## config.mk

```make
export PLATFORM = sky130hd
export DESIGN_NAME = md5_streaming_digest_top
export DESIGN_NICKNAME = d
export VERILOG_FILES = /design/src/md5_pkg.sv /design/src/md5_streaming_digest_top.sv /design/src/md5_datapath.sv /design/src/md5_ctrl.sv
export SDC_FILE = /design/constraint.sdc
export NUM_CORES = 2
export LEC_CHECK = 0
export BUFFER_PORTS_ARGS = -buffer_cell sky130_fd_sc_hd__buf_2
export CAP_MARGIN = 0
export CORE_ASPECT_RATIO = 0.7
export CORE_MARGIN = 5
export CORE_UTILIZATION = 35
export CTS_BUF_LIST = sky130_fd_sc_hd__clkbuf_4 sky130_fd_sc_hd__clkbuf_8 sky130_fd_sc_hd__clkbuf_16
export CTS_CLUSTER_SIZE = 10
export DETAILED_ROUTE_END_ITERATION = 12
export HOLD_SLACK_MARGIN = 0.1
export RECOVER_POWER = 50
export SLEW_MARGIN = 20
export SYNTH_ARGS = -nofsm -noshare
export SYNTH_HDL_FRONTEND = slang
export SYNTH_SLANG_ARGS = --single-unit
```

## constraint.sdc

```tcl
create_clock -name clk -period 15.97 [get_ports clk]
set_input_delay 1.597 -clock clk [delete_from_list [all_inputs] [get_ports clk]]
set_output_delay 1.597 -clock clk [all_outputs]
set_load 0.05 [all_outputs]
```

## src/md5_pkg.sv

```systemverilog
package md5_pkg;

    localparam logic [31:0] IV0 = 32'h67452301;
    localparam logic [31:0] IV1 = 32'hefcdab89;
    localparam logic [31:0] IV2 = 32'h98badcfe;
    localparam logic [31:0] IV3 = 32'h10325476;
    localparam logic [7:0] PAD_BYTE = 8'h80;

    // buffer write sources
    localparam logic [1:0] WR_NONE = 2'd0;
    localparam logic [1:0] WR_DATA = 2'd1;
    localparam logic [1:0] WR_PAD  = 2'd2;

    typedef struct packed {
        logic [1:0] wr_sel;
        logic       pad_clear;   // zero-fill bytes past the marker
        logic       clear_all;   // zero words 0 to 13 for a length-only block
        logic       put_len;     // write bit length into words 14 and 15
        logic       count_byte;
        logic       start_block;
        logic       round_step;
        logic       fold;        // add working words into chaining value
        logic       reinit;
    } md5_cmd_t;

    typedef struct packed {
        logic [5:0] pos;
        logic       last_round;
    } md5_status_t;

    function automatic logic [31:0] sine_k(input logic [5:0] j);
        logic [31:0] t [64];
        t = '{
        32'hd76aa478, 32'he8c7b756, 32'h242070db, 32'hc1bdceee, 32'hf57c0faf, 32'h4787c62a,
        32'ha8304613, 32'hfd469501, 32'h698098d8, 32'h8b44f7af, 32'hffff5bb1, 32'h895cd7be,
        32'h6b901122, 32'hfd987193, 32'ha679438e, 32'h49b40821, 32'hf61e2562, 32'hc040b340,
        32'h265e5a51, 32'he9b6c7aa, 32'hd62f105d, 32'h02441453, 32'hd8a1e681, 32'he7d3fbc8,
        32'h21e1cde6, 32'hc33707d6, 32'hf4d50d87, 32'h455a14ed, 32'ha9e3e905, 32'hfcefa3f8,
        32'h676f02d9, 32'h8d2a4c8a, 32'hfffa3942, 32'h8771f681, 32'h6d9d6122, 32'hfde5380c,
        32'ha4beea44, 32'h4bdecfa9, 32'hf6bb4b60, 32'hbebfbc70, 32'h289b7ec6, 32'heaa127fa,
        32'hd4ef3085, 32'h04881d05, 32'hd9d4d039, 32'he6db99e5, 32'h1fa27cf8, 32'hc4ac5665,
        32'hf4292244, 32'h432aff97, 32'hab9423a7, 32'hfc93a039, 32'h655b59c3, 32'h8f0ccc92,
        32'hffeff47d, 32'h85845dd1, 32'h6fa87e4f, 32'hfe2ce6e0, 32'ha3014314, 32'h4e0811a1,
        32'hf7537e82, 32'hbd3af235, 32'h2ad7d2bb, 32'heb86d391};
        return t[j];
    endfunction

    function automatic logic [4:0] shift_s(input logic [5:0] j);
        logic [4:0] r;
        case ({j[5:4], j[1:0]})
            4'h0: r = 5'd7;   4'h1: r = 5'd12;  4'h2: r = 5'd17;  4'h3: r = 5'd22;
            4'h4: r = 5'd5;   4'h5: r = 5'd9;   4'h6: r = 5'd14;  4'h7: r = 5'd20;
            4'h8: r = 5'd4;   4'h9: r = 5'd11;  4'ha: r = 5'd16;  4'hb: r = 5'd23;
            4'hc: r = 5'd6;   4'hd: r = 5'd10;  4'he: r = 5'd15;  4'hf: r = 5'd21;
            default: r = 5'd0;
        endcase
        return r;
    endfunction

endpackage

```

## src/md5_streaming_digest_top.sv

```systemverilog
// streaming md5 digest
// input channel: one transfer carries data_byte, byte_valid and end_of_message;
//   byte_valid low with end_of_message high ends a message with no new byte
// a byte that completes a 64-byte block starts 64 rounds at one round per cycle
//   in a single shared round unit; input stays stalled through the rounds and the fold
// end of message pads one or two blocks; the first digest transfer follows the
//   fold of the last block: half_index 0 (bytes 0..7) then
//   half_index 1 (bytes 8..15, last_of_run high); first byte sits in bits 7..0
// other bytes are taken without a stall, so throughput is one byte per cycle
//   outside block processing, padding and digest output
// output stall holds the current half; input stays stalled until both halves
//   are taken, after which the chaining value and bit count reinitialize
// reset loads the standard initial words and clears the count; the block
//   buffer has no reset and every byte is written before a block runs
module md5_streaming_digest_top
(
    input  logic        clk,
    input  logic        rst_n,
    input  logic        in_valid,
    output logic        in_stall,
    input  logic [7:0]  data_byte,
    input  logic        byte_valid,
    input  logic        end_of_message,
    output logic        out_valid,
    input  logic        out_stall,
    output logic [63:0] digest_half,
    output logic        half_index,
    output logic        last_of_run
);

    md5_pkg::md5_cmd_t    cmd;
    md5_pkg::md5_status_t status;
    logic [127:0]         digest;
    logic                 half_sel;

    md5_ctrl u_ctrl
    (
        .clk            (clk),
        .rst_n          (rst_n),
        .in_valid       (in_valid),
        .in_stall       (in_stall),
        .byte_valid     (byte_valid),
        .end_of_message (end_of_message),
        .status         (status),
        .cmd            (cmd),
        .out_valid      (out_valid),
        .out_stall      (out_stall),
        .half_sel       (half_sel)
    );

    md5_datapath u_dp
    (
        .clk       (clk),
        .rst_n     (rst_n),
        .cmd       (cmd),
        .data_byte (data_byte),
        .status    (status),
        .digest    (digest)
    );

    assign digest_half = half_sel ? digest[127:64] : digest[63:0];
    assign half_index = half_sel;
    assign last_of_run = half_sel;

endmodule

```

## src/md5_datapath.sv

```systemverilog
module md5_datapath
(
    input  logic                clk,
    input  logic                rst_n,
    input  md5_pkg::md5_cmd_t   cmd,
    input  logic [7:0]          data_byte,
    output md5_pkg::md5_status_t status,
    output logic [127:0]        digest
);

    logic [31:0]  buf_reg [16];
    logic [31:0]  cv_reg [4];
    logic [31:0]  a_reg, b_reg, c_reg, d_reg;
    logic [63:0]  bit_count_reg;
    logic [5:0]   round_reg;
    logic [5:0]   pos;
    logic [3:0]   k;
    logic [31:0]  f, t, rot;
    logic [4:0]   s;

    assign pos = bit_count_reg[8:3];
    assign status.pos = pos;
    assign status.last_round = (round_reg == 6'd63);
    assign digest = {cv_reg[3], cv_reg[2], cv_reg[1], cv_reg[0]};

    always_comb
    begin
        case (round_reg[5:4])
            2'd0:
            begin
                f = (b_reg & c_reg) | (~b_reg & d_reg);
                k = round_reg[3:0];
            end
            2'd1:
            begin
                f = (b_reg & d_reg) | (c_reg & ~d_reg);
                k = 4'(round_reg[3:0] * 4'd5 + 4'd1);
            end
            2'd2:
            begin
                f = b_reg ^ c_reg ^ d_reg;
                k = 4'(round_reg[3:0] * 4'd3 + 4'd5);
            end
            default:
            begin
                f = c_reg ^ (b_reg | ~d_reg);
                k = 4'(round_reg[3:0] * 4'd7);
            end
        endcase
        t = a_reg + f + buf_reg[k] + md5_pkg::sine_k(round_reg);
        s = md5_pkg::shift_s(round_reg);
        rot = (t << s) | (t >> (6'd32 - {1'b0, s}));
    end

    // block buffer: byte writes, zero fill and length insert
    always_ff @(posedge clk)
    begin
        for (int w = 0; w < 16; w++)
        begin
            for (int bi = 0; bi < 4; bi++)
            begin
                if (cmd.pad_clear && ((w * 4 + bi) > int'(pos)))
                begin
                    buf_reg[w][bi*8 +: 8] <= 8'h00;
                end
            end
        end
        if (cmd.clear_all)
        begin
            for (int w = 0; w < 14; w++)
            begin
                buf_reg[w] <= '0;
            end
        end
        if (cmd.wr_sel == md5_pkg::WR_DATA)
        begin
            buf_reg[pos[5:2]][pos[1:0]*8 +: 8] <= data_byte;
        end
        else if (cmd.wr_sel == md5_pkg::WR_PAD)
        begin
            buf_reg[pos[5:2]][pos[1:0]*8 +: 8] <= md5_pkg::PAD_BYTE;
        end
        if (cmd.put_len)
        begin
            buf_reg[14] <= bit_count_reg[31:0];
            buf_reg[15] <= bit_count_reg[63:32];
        end
    end

    always_ff @(posedge clk or negedge rst_n)
    begin
        if (!rst_n)
        begin
            cv_reg[0] <= md5_pkg::IV0;
            cv_reg[1] <= md5_pkg::IV1;
            cv_reg[2] <= md5_pkg::IV2;
            cv_reg[3] <= md5_pkg::IV3;
            a_reg <= '0; b_reg <= '0; c_reg <= '0; d_reg <= '0;
            bit_count_reg <= '0;
            round_reg <= '0;
        end
        else
        begin
            if (cmd.count_byte)
            begin
                bit_count_reg <= bit_count_reg + 64'd8;
            end
            if (cmd.start_block)
            begin
                a_reg <= cv_reg[0]; b_reg <= cv_reg[1];
                c_reg <= cv_reg[2]; d_reg <= cv_reg[3];
                round_reg <= '0;
            end
            else if (cmd.round_step)
            begin
                a_reg <= d_reg;
                b_reg <= b_reg + rot;
                c_reg <= b_reg;
                d_reg <= c_reg;
                round_reg <= round_reg + 6'd1;
            end
            if (cmd.fold)
            begin
                cv_reg[0] <= cv_reg[0] + a_reg;
                cv_reg[1] <= cv_reg[1] + b_reg;
                cv_reg[2] <= cv_reg[2] + c_reg;
                cv_reg[3] <= cv_reg[3] + d_reg;
            end
            if (cmd.reinit)
            begin
                cv_reg[0] <= md5_pkg::IV0;
                cv_reg[1] <= md5_pkg::IV1;
                cv_reg[2] <= md5_pkg::IV2;
                cv_reg[3] <= md5_pkg::IV3;
                bit_count_reg <= '0;
            end
        end
    end

`ifndef ASSERT_OFF
    a_no_count_in_rounds: assert property (@(posedge clk) disable iff (!rst_n)
        cmd.round_step |-> !cmd.count_byte)
        else $error("byte counted during rounds");
    a_round_adv: assert property (@(posedge clk) disable iff (!rst_n)
        cmd.round_step && !cmd.start_block |=> round_reg == $past(round_reg) + 6'd1)
        else $error("round counter skipped");
    a_fold_after_last: assert property (@(posedge clk) disable iff (!rst_n)
        cmd.fold |-> round_reg == 6'd0 && $past(round_reg) == 6'd63)
        else $error("fold without full block");
`endif

endmodule

```

## src/md5_ctrl.sv

```systemverilog
module md5_ctrl
(
    input  logic                 clk,
    input  logic                 rst_n,
    input  logic                 in_valid,
    output logic                 in_stall,
    input  logic                 byte_valid,
    input  logic                 end_of_message,
    input  md5_pkg::md5_status_t status,
    output md5_pkg::md5_cmd_t    cmd,
    output logic                 out_valid,
    input  logic                 out_stall,
    output logic                 half_sel
);

    localparam logic [2:0] S_IDLE  = 3'd0;
    localparam logic [2:0] S_RUN   = 3'd1;
    localparam logic [2:0] S_PAD   = 3'd2;
    localparam logic [2:0] S_OUT0  = 3'd3;
    localparam logic [2:0] S_OUT1  = 3'd4;
    localparam logic [2:0] S_FOLD  = 3'd5;

    logic [2:0] state_reg, state_next;
    logic       end_reg, end_next;     // message end pending
    logic       lenblk_reg, lenblk_next; // running block is the length block
    logic       padded_reg, padded_next; // marker already placed
    logic       acc;

    assign in_stall = (state_reg != S_IDLE);
    assign acc = in_valid && !in_stall;
    assign out_valid = (state_reg == S_OUT0) || (state_reg == S_OUT1);
    assign half_sel = (state_reg == S_OUT1);

    always_comb
    begin
        cmd = '0;
        state_next = state_reg;
        end_next = end_reg;
        lenblk_next = lenblk_reg;
        padded_next = padded_reg;
        case (state_reg)
            S_IDLE:
            begin
                if (acc)
                begin
                    padded_next = 1'b0;
                    lenblk_next = 1'b0;
                    end_next = end_of_message;
                    if (byte_valid)
                    begin
                        cmd.wr_sel = md5_pkg::WR_DATA;
                        cmd.count_byte = 1'b1;
                        if (status.pos == 6'd63)
                        begin
                            cmd.start_block = 1'b1;
                            state_next = S_RUN;
                        end
                        else if (end_of_message)
                        begin
                            state_next = S_PAD;
                        end
                    end
                    else if (end_of_message)
                    begin
                        state_next = S_PAD;
                    end
                end
            end
            S_PAD:
            begin
                // count already final; place marker once, then the length in this block or the next
                if (!padded_reg)
                begin
                    cmd.wr_sel = md5_pkg::WR_PAD;
                    cmd.pad_clear = 1'b1;
                    padded_next = 1'b1;
                    if (status.pos >= 6'd56)
                    begin
                        cmd.start_block = 1'b1;
                        state_next = S_RUN;
                    end
                end
                else
                begin
                    // marker placed: add length; zero words 0..13 if marker went in the prior block
                    cmd.clear_all = (status.pos >= 6'd56);
                    cmd.put_len = 1'b1;
                    lenblk_next = 1'b1;
                    cmd.start_block = 1'b1;
                    state_next = S_RUN;
                end
            end
            S_RUN:
            begin
                cmd.round_step = 1'b1;
                if (status.last_round)
                begin
                    state_next = S_FOLD;
                end
            end
            S_FOLD:
            begin
                // working words are final here
                cmd.fold = 1'b1;
                state_next = S_IDLE;
                if (end_reg)
                begin
                    state_next = lenblk_reg ? S_OUT0 : S_PAD;
                end
            end
            S_OUT0:
            begin
                if (!out_stall)
                begin
                    state_next = S_OUT1;
                end
            end
            S_OUT1:
            begin
                if (!out_stall)
                begin
                    cmd.reinit = 1'b1;
                    end_next = 1'b0;
                    state_next = S_IDLE;
                end
            end
            default:
            begin
                state_next = S_IDLE;
            end
        endcase
    end

    always_ff @(posedge clk or negedge rst_n)
    begin
        if (!rst_n)
        begin
            state_reg <= S_IDLE;
            end_reg <= 1'b0;
            lenblk_reg <= 1'b0;
            padded_reg <= 1'b0;
        end
        else
        begin
            state_reg <= state_next;
            end_reg <= end_next;
            lenblk_reg <= lenblk_next;
            padded_reg <= padded_next;
        end
    end

`ifndef ASSERT_OFF
    a_out_order: assert property (@(posedge clk) disable iff (!rst_n)
        state_reg == S_OUT1 |-> $past(state_reg) == S_OUT0 || $past(state_reg) == S_OUT1)
        else $error("second half without first");
    a_no_accept_busy: assert property (@(posedge clk) disable iff (!rst_n)
        state_reg == S_RUN |-> in_stall)
        else $error("input taken during rounds");
    a_fold_after_run: assert property (@(posedge clk) disable iff (!rst_n)
        state_reg == S_FOLD |-> $past(state_reg) == S_RUN)
        else $error("fold without rounds");
`endif

endmodule

```

# Yosys cells after proc, flatten, opt, wreduce, memory -nomap -nowiden
# Memory sizes are Yosys's and may differ from the RTL's.
# Cells that the tools add are included.
# op_classes
addsub	14
mul	3
magnitude_cmp	65
eq_ne	17
shift	5
n_mux	285
bitwise_logic	109
n_reduce_logical	78
# ops
operator	n
8-bit two-way mux	63
32-bit two-way mux	12
32-bit adder	8
128-bit two-way mux	2
6-bit greater-than comparator, first input constant	32
64-bit two-way mux	3
1-bit two-way mux	179
32-bit bitwise AND	4
32-bit bitwise OR	4
5-bit by 6-bit greater-than comparator with 1-bit output, first input constant	16
32-bit case mux with 3 select lines	1
32-bit bitwise XOR	3
1-bit bitwise OR	95
64-bit by 4-bit adder with 64-bit output, second input constant	1
1-bit logical AND	64
32-bit NOT	2
4-bit by 6-bit greater-than comparator with 1-bit output, first input constant	8
3-bit two-way mux	12
5-bit negation with 34-bit output	1
8-bit by 34-bit variable shift with 32-bit output, first input constant	1
8-bit by 34-bit indexed part select with 32-bit output	1
8-bit by 34-bit indexed part select with 32-bit output, first input constant	1
32-bit by 5-bit << shifter with 32-bit output	1
32-bit by 6-bit >> shifter with 32-bit output	1
36 further kinds	61
# totals
ff_bits	332
mem_bits_rw	512
romBits	2128
in_bits	14
elab_cells	593
mem_count	3
# memory_table
name	words	width	read_ports	rd_ports_with_merged_regs	write_ports	line_no	rtl
(no name shown)	64	32	1	0	0	md5_pkg.sv:45	return t[j];
u_dp.buf_reg	16	32	1	0	17	md5_datapath.sv:11	logic [31:0] buf_reg [16];
(no name shown)	16	5	1	0	0	md5_pkg.sv:50	case ({j[5:4], j[1:0]})

# Longest topological paths before layout
# logic_depth
depth_word	12
mapped_depth	47

# Cells and area by module
# A second synthesis with hierarchy kept.
# unflattened
hier_cells	6220
hier_area_um2	58835.2
# by_module_without_submodules
module	n_inst	cells_each	area_per_inst_um2
md5_datapath	1	6086	57256.2
md5_streaming_digest_top	1	72	1084.8
md5_ctrl	1	62	494.2

# Least setup slack after synthesis
# Ideal clock, no wire load.
# synth_timing
path_kind	reg2reg
from	register u_dp.round_reg[1]
to	register u_dp.b_reg[31]
setup_time_ns	0.127
arrival_ns	10.771
required_time_ns	15.843
slack_ns	5.072
stages_incl_launch_ff	42
n_path_buf	4
synth_period_minus_slack_ns	10.898
path_cell_list	dfrtp_1 > clkinv_1 > ha_1 > buf_2 > o22a_1 > buf_2 > buf_1 > buf_1 > mux4_2 > nand2_1 > a31oi_1 > fa_1 > inv_1 > fa_1 > inv_1 > ha_1 > fa_1 > a211oi_1 > [... 6 more ...] > mux2i_1 > nand2_1 > o2bb2ai_1 > o21ai_0 > o221ai_1 > ha_1 > a21o_1 > a21o_1 > a2111oi_0 > nor4_1 > o31ai_1 > o21ai_0 > a311oi_1 > o21ai_0 > a31oi_1 > o31a_1 > nor3_1 > nand3b_1
# synth_via
elab_chain_cells	11
word_cells_on_any_way	21
classes_between	add/sub: 6; mul: 3; shift: 2; mux: 5; bitwise: 2; memory: 3
# synth_rtl
element	line_no	rtl
start, declared	md5_datapath.sv:15	logic [5:0] round_reg;
start signal, assigned	md5_datapath.sv:120	round_reg <= round_reg + 6'd1;
4-bit by 2-bit multiplier with 4-bit output or 4-bit by 3-bit multiplier with 4-bit output (tied branches)	md5_datapath.sv:42, md5_datapath.sv:37	
4-bit by 3-bit adder with 4-bit output or 4-bit by 1-bit adder with 4-bit output (tied branches)	md5_datapath.sv:42, md5_datapath.sv:37	
4-bit case mux with 3 select lines	md5_datapath.sv:28	case (round_reg[5:4])
memory read 16 x 32 bit	--	
32-bit adder (2 in series)	md5_datapath.sv:50	t = a_reg + f + buf_reg[k] + md5_pkg::sine_k(round_reg);
32-bit by 6-bit >> shifter with 32-bit output or 32-bit by 5-bit << shifter with 32-bit output (tied branches)	md5_datapath.sv:52	rot = (t << s) | (t >> (6'd32 - {1'b0, s}));
32-bit bitwise OR (*)	md5_datapath.sv:52	
32-bit adder (*)	md5_datapath.sv:117	b_reg <= b_reg + rot;
32-bit two-way mux (*)	md5_datapath.sv:114	else if (cmd.round_step)
32-bit two-way mux (*)	md5_datapath.sv:108	if (cmd.start_block)
end signal, assigned	md5_datapath.sv:110	a_reg <= cv_reg[0]; b_reg <= cv_reg[1];
end signal, assigned	md5_datapath.sv:117	
end, declared	md5_datapath.sv:13	logic [31:0] a_reg, b_reg, c_reg, d_reg;
# Every way passes the cells marked *; elsewhere a longest branch is shown, timed or not. The select of a mux whose other input is x is not followed.
# A chain may end at the register's enable or synchronous reset.

# Final worst setup path
# layout_timing
from	register u_dp.round_reg[4]
to	register u_dp.b_reg[31]
# layout_via
elab_chain_cells	10
word_cells_on_any_way	21
classes_between	add/sub: 5; eq/ne: 2; shift: 2; mux: 6; bitwise: 2; reduce/logical: 1; memory: 3
# layout_rtl
element	line_no
2-bit == test (tied with other cells)	md5_datapath.sv:28
32-bit case mux with 3 select lines (tied with other cells)	md5_datapath.sv:28
32-bit adder (tied with other cells)	md5_datapath.sv:50
32-bit adder or 32-bit two-way mux (tied branches)	md5_datapath.sv:50, md5_pkg.sv:45
32-bit adder	md5_datapath.sv:50
32-bit by 6-bit >> shifter with 32-bit output or 32-bit by 5-bit << shifter with 32-bit output (tied branches)	md5_datapath.sv:52
32-bit bitwise OR (*)	md5_datapath.sv:52
32-bit adder (*)	md5_datapath.sv:117
32-bit two-way mux (*)	md5_datapath.sv:114
32-bit two-way mux (*)	md5_datapath.sv:108
# Marked as above.

==> reports/qor.yml <==
worst_setup_path:
  reg2regPathDepth: 40
  critPathTopFamily: "compound AO/OA/AOI/OAI gates"
  end_kind: "flop"
  slowest_stage: "clkbuf_1"
  crit_top_cell: "o21ai_0"
  path_class: "flop to flop"
  worst_path_largest_cell_delay_ns: 2.22
  critPathArrivalTime_ns: 14.91
  worstSetupStartpointType: "flop"
  r2r-end: "u_dp.b_reg[31]"
  critical_path_required_ns: 16.56
  reg2reg_from: "u_dp.round_reg[4]"
  r2r_setup_slack_ns: 1.65
  crit_fanout: 128
  cp.buffers_inverters: 6
clocking:
  cts_max_path_buffers: 3
  clkLatencyLatePin_ns: 0.81
  post_cts_buffers: 0
  htree_num_levels: 3
  clockRootBuffer: "clkbuf_16"
  cts_inserted_buffers: 98
  cts_tree: "done"
  cts.sinks: 841
  ctsResizeCount: 0
  cts.clk_slew.worst_paths_ns: 0.07
  cts_hold_buf: 0
sta:
  rsz0062_at_grt: "false"
  tightest_slew_ns: 3.91
  hold_viol: 0
  post-route-period-util: 0.897
  finalSetupTns_ns: 0
  clock.fmax_mhz: 69.8
  drv_slew: 820
  finalClockSkew_ns: 0.125
  max_slew_margin: -1.61
  period_minus_slack_ns: 14.32
  setup_viol: 0
final_layout:
  register_area_sq_um: 23700
  fin_util: 0.387
  layout-drive-gt1-share: 0.0976
  area_growth_pct: 10.1
  multiInputGateArea_sq_um: 31300
  nNetsFinal: 6551
  largest_reg_flops: 512
  nFillCells: 16200
logic_synthesis:
  synthesis.area_sq_um: 57200
  synth_top_family_by_area: "simple AND/OR/NAND/NOR gates"
  yosys.area_share.simple: 0.190
  yosysWarnings: 0
  synth_top_area_frac: 0.269
  synth-compound-area-share: 0.176
  syn_avg_cell_area_sq_um: 9.02
  synth_ff_type: "edfxtp_1"
  ys_ff_latch: 841
  synth.distinct_cells: 89
  synthAdderAreaFrac: 0.0731
  ys_top_cells_by_area: "edfxtp_1 (27%), dfrtp_1 (12%), nand2_1 (7.1%)"
  netlist_instances: 6337
  synth_fp_nets: 6642
  synth.area.mux_share: 0.0687
  async_reset_ff_frac: 0.391
  synth.largest_area_cell: "edfxtp_1"
  ys_seq_area_frac: 0.414
  synthXorXnorAreaFrac: 0.0373
  synth-edff-count: 512
grt:
  grt_usage: 0.253
  grt_overflow: 0
  grt_pass1_vias: 47200
  grt_max_degree: 129
  antenna_found_initial: 11
  grt_pass1_wl_um: 328000
hold_path:
  worstHoldStart: "u_ctrl.lenblk_reg"
  hold_path.class: "flop to flop"
  min_to: "u_ctrl.lenblk_reg"
  hold_depth: 1
die:
  core_area_sq_um: 163000
  die_x_um: 493
  fp.dieH_um: 348
  start_util: 0.351
  fp.dieArea_sq_um: 172000
  num_rows: 124
  io_pins: 82
placed_design:
  dp_hpwl_um: 167000
  place.port_buffers: 81
  gp_congestion: 0.996
job:
  maxCapViolCount: 20
routing:
  drt_wl_total_um: 225000
  vias: 51300
  via_per_inst: 6.05
  routedWlPerCell_um: 26.5
  route.detailed.drc: 0
  dr.first_iter.drc_count: 7336
  ant_nets: 0
  dr.pass1.iters: 7
outcome:
  status: "complete, but fails checks"
  violations: "max-capacitance violations, max-slew violations"
[how the worst max path moves through the flow]
stage                            startpoint             end  cells after the start
after floorplan           u_dp.round_reg[1]  u_dp.b_reg[31]                     41
after global placement    u_dp.round_reg[1]  u_dp.b_reg[31]                     43
after detailed placement  u_dp.round_reg[1]  u_dp.b_reg[31]                     43
after CTS                 u_dp.round_reg[1]  u_dp.b_reg[31]                     43
after global routing      u_dp.round_reg[4]  u_dp.b_reg[31]                     40
final                     u_dp.round_reg[4]  u_dp.b_reg[31]                     40
[layout make-up]
class,instances,share of cell area
Multi-Input combinational cell,4895,0.498
Tap cell,2142,0.0426
Timing Repair Buffer,181,0.0176
Inverter,229,0.0137
Clock buffer,163,0.0472
Antenna cell,4,0.000159
Sequential cell,841,0.377
Clock inverter,14,0.00475
[logic make-up (layout without fill, tap and decap cells)]
kind of cell	after synthesis	after routing
simple gates	2553	2553
compound gates	1598	1598
flops	841	841
buf+inv	601	587
fa+ha+maj	291	291
xor+xnor	240	240
mux	213	213
other cells	0	4
[metal layers]
layer  wire length [um]  vias up  global-route usage
met5                 31        -                   0
met4               4720        6              0.0532
met2              83600     2859               0.318
li1                   -    22600                   -
met1             107000    25500               0.409
met3              29900      303              0.0844
[placed cells by master (no fill, tap or decap), types with 19 or more instances in the layout]
cell       count
a211oi_1      47
a21o_1        83
a21oi_1      370
a22oi_1      125
a31oi_1       84
and2_1        27
and3_1        61
buf_2         78
buf_4         77
clkbuf_1      22
clkbuf_16     99
clkbuf_4      64
dfrtp_1      261
dfstp_2       64
edfxtp_1     512
fa_1          72
ha_1         219
inv_1        223
mux2i_1       56
mux4_2       142
nand2_1     1086
nand2b_1      35
nand3_1      158
nand4_1       20
nor2_1       867
nor2b_1       75
nor3_1        92
o211ai_1      71
o21a_1        34
o21ai_0      468
o21bai_1      19
o221ai_1      21
o22ai_1       24
o311ai_0      21
o31ai_1       19
or3_1         35
xnor2_1      121
xor2_1       113
[Yosys cell counts, types with 83 or more instances]
master    count
nand3_1     158
clkbuf_1    298
mux4_2      142
a31oi_1      84
a21o_1       83
edfxtp_1    512
xor2_1      113
nand2_1    1087
xnor2_1     125
a21oi_1     370
inv_1       224
ha_1        219
nor2_1      871
a22oi_1     125
nor3_1       94
o21ai_0     478
dfrtp_1     265
[per-stage QoR]
| stage | cell area [sq um] | setup WS [ns] | hold WS, ns | std cells |
|---|---|---|---|---|
| floorplan | 57200 | 5.07 | 0.450 | 6337 |
| CTS | 63000 | 2.64 | 0.486 | 8463 |
| finish | 62900 | 1.65 | 0.484 | 8469 |
| global placement | 59700 | 3.02 | 0.468 | 8285 |
| global route | 62900 | 1.04 | 0.503 | 8465 |
| detailed placement | 59800 | 2.71 | 0.472 | 8286 |
Power is not shown: default switching activity piles up to over one toggle a cycle in this logic, so the estimate is an artifact.
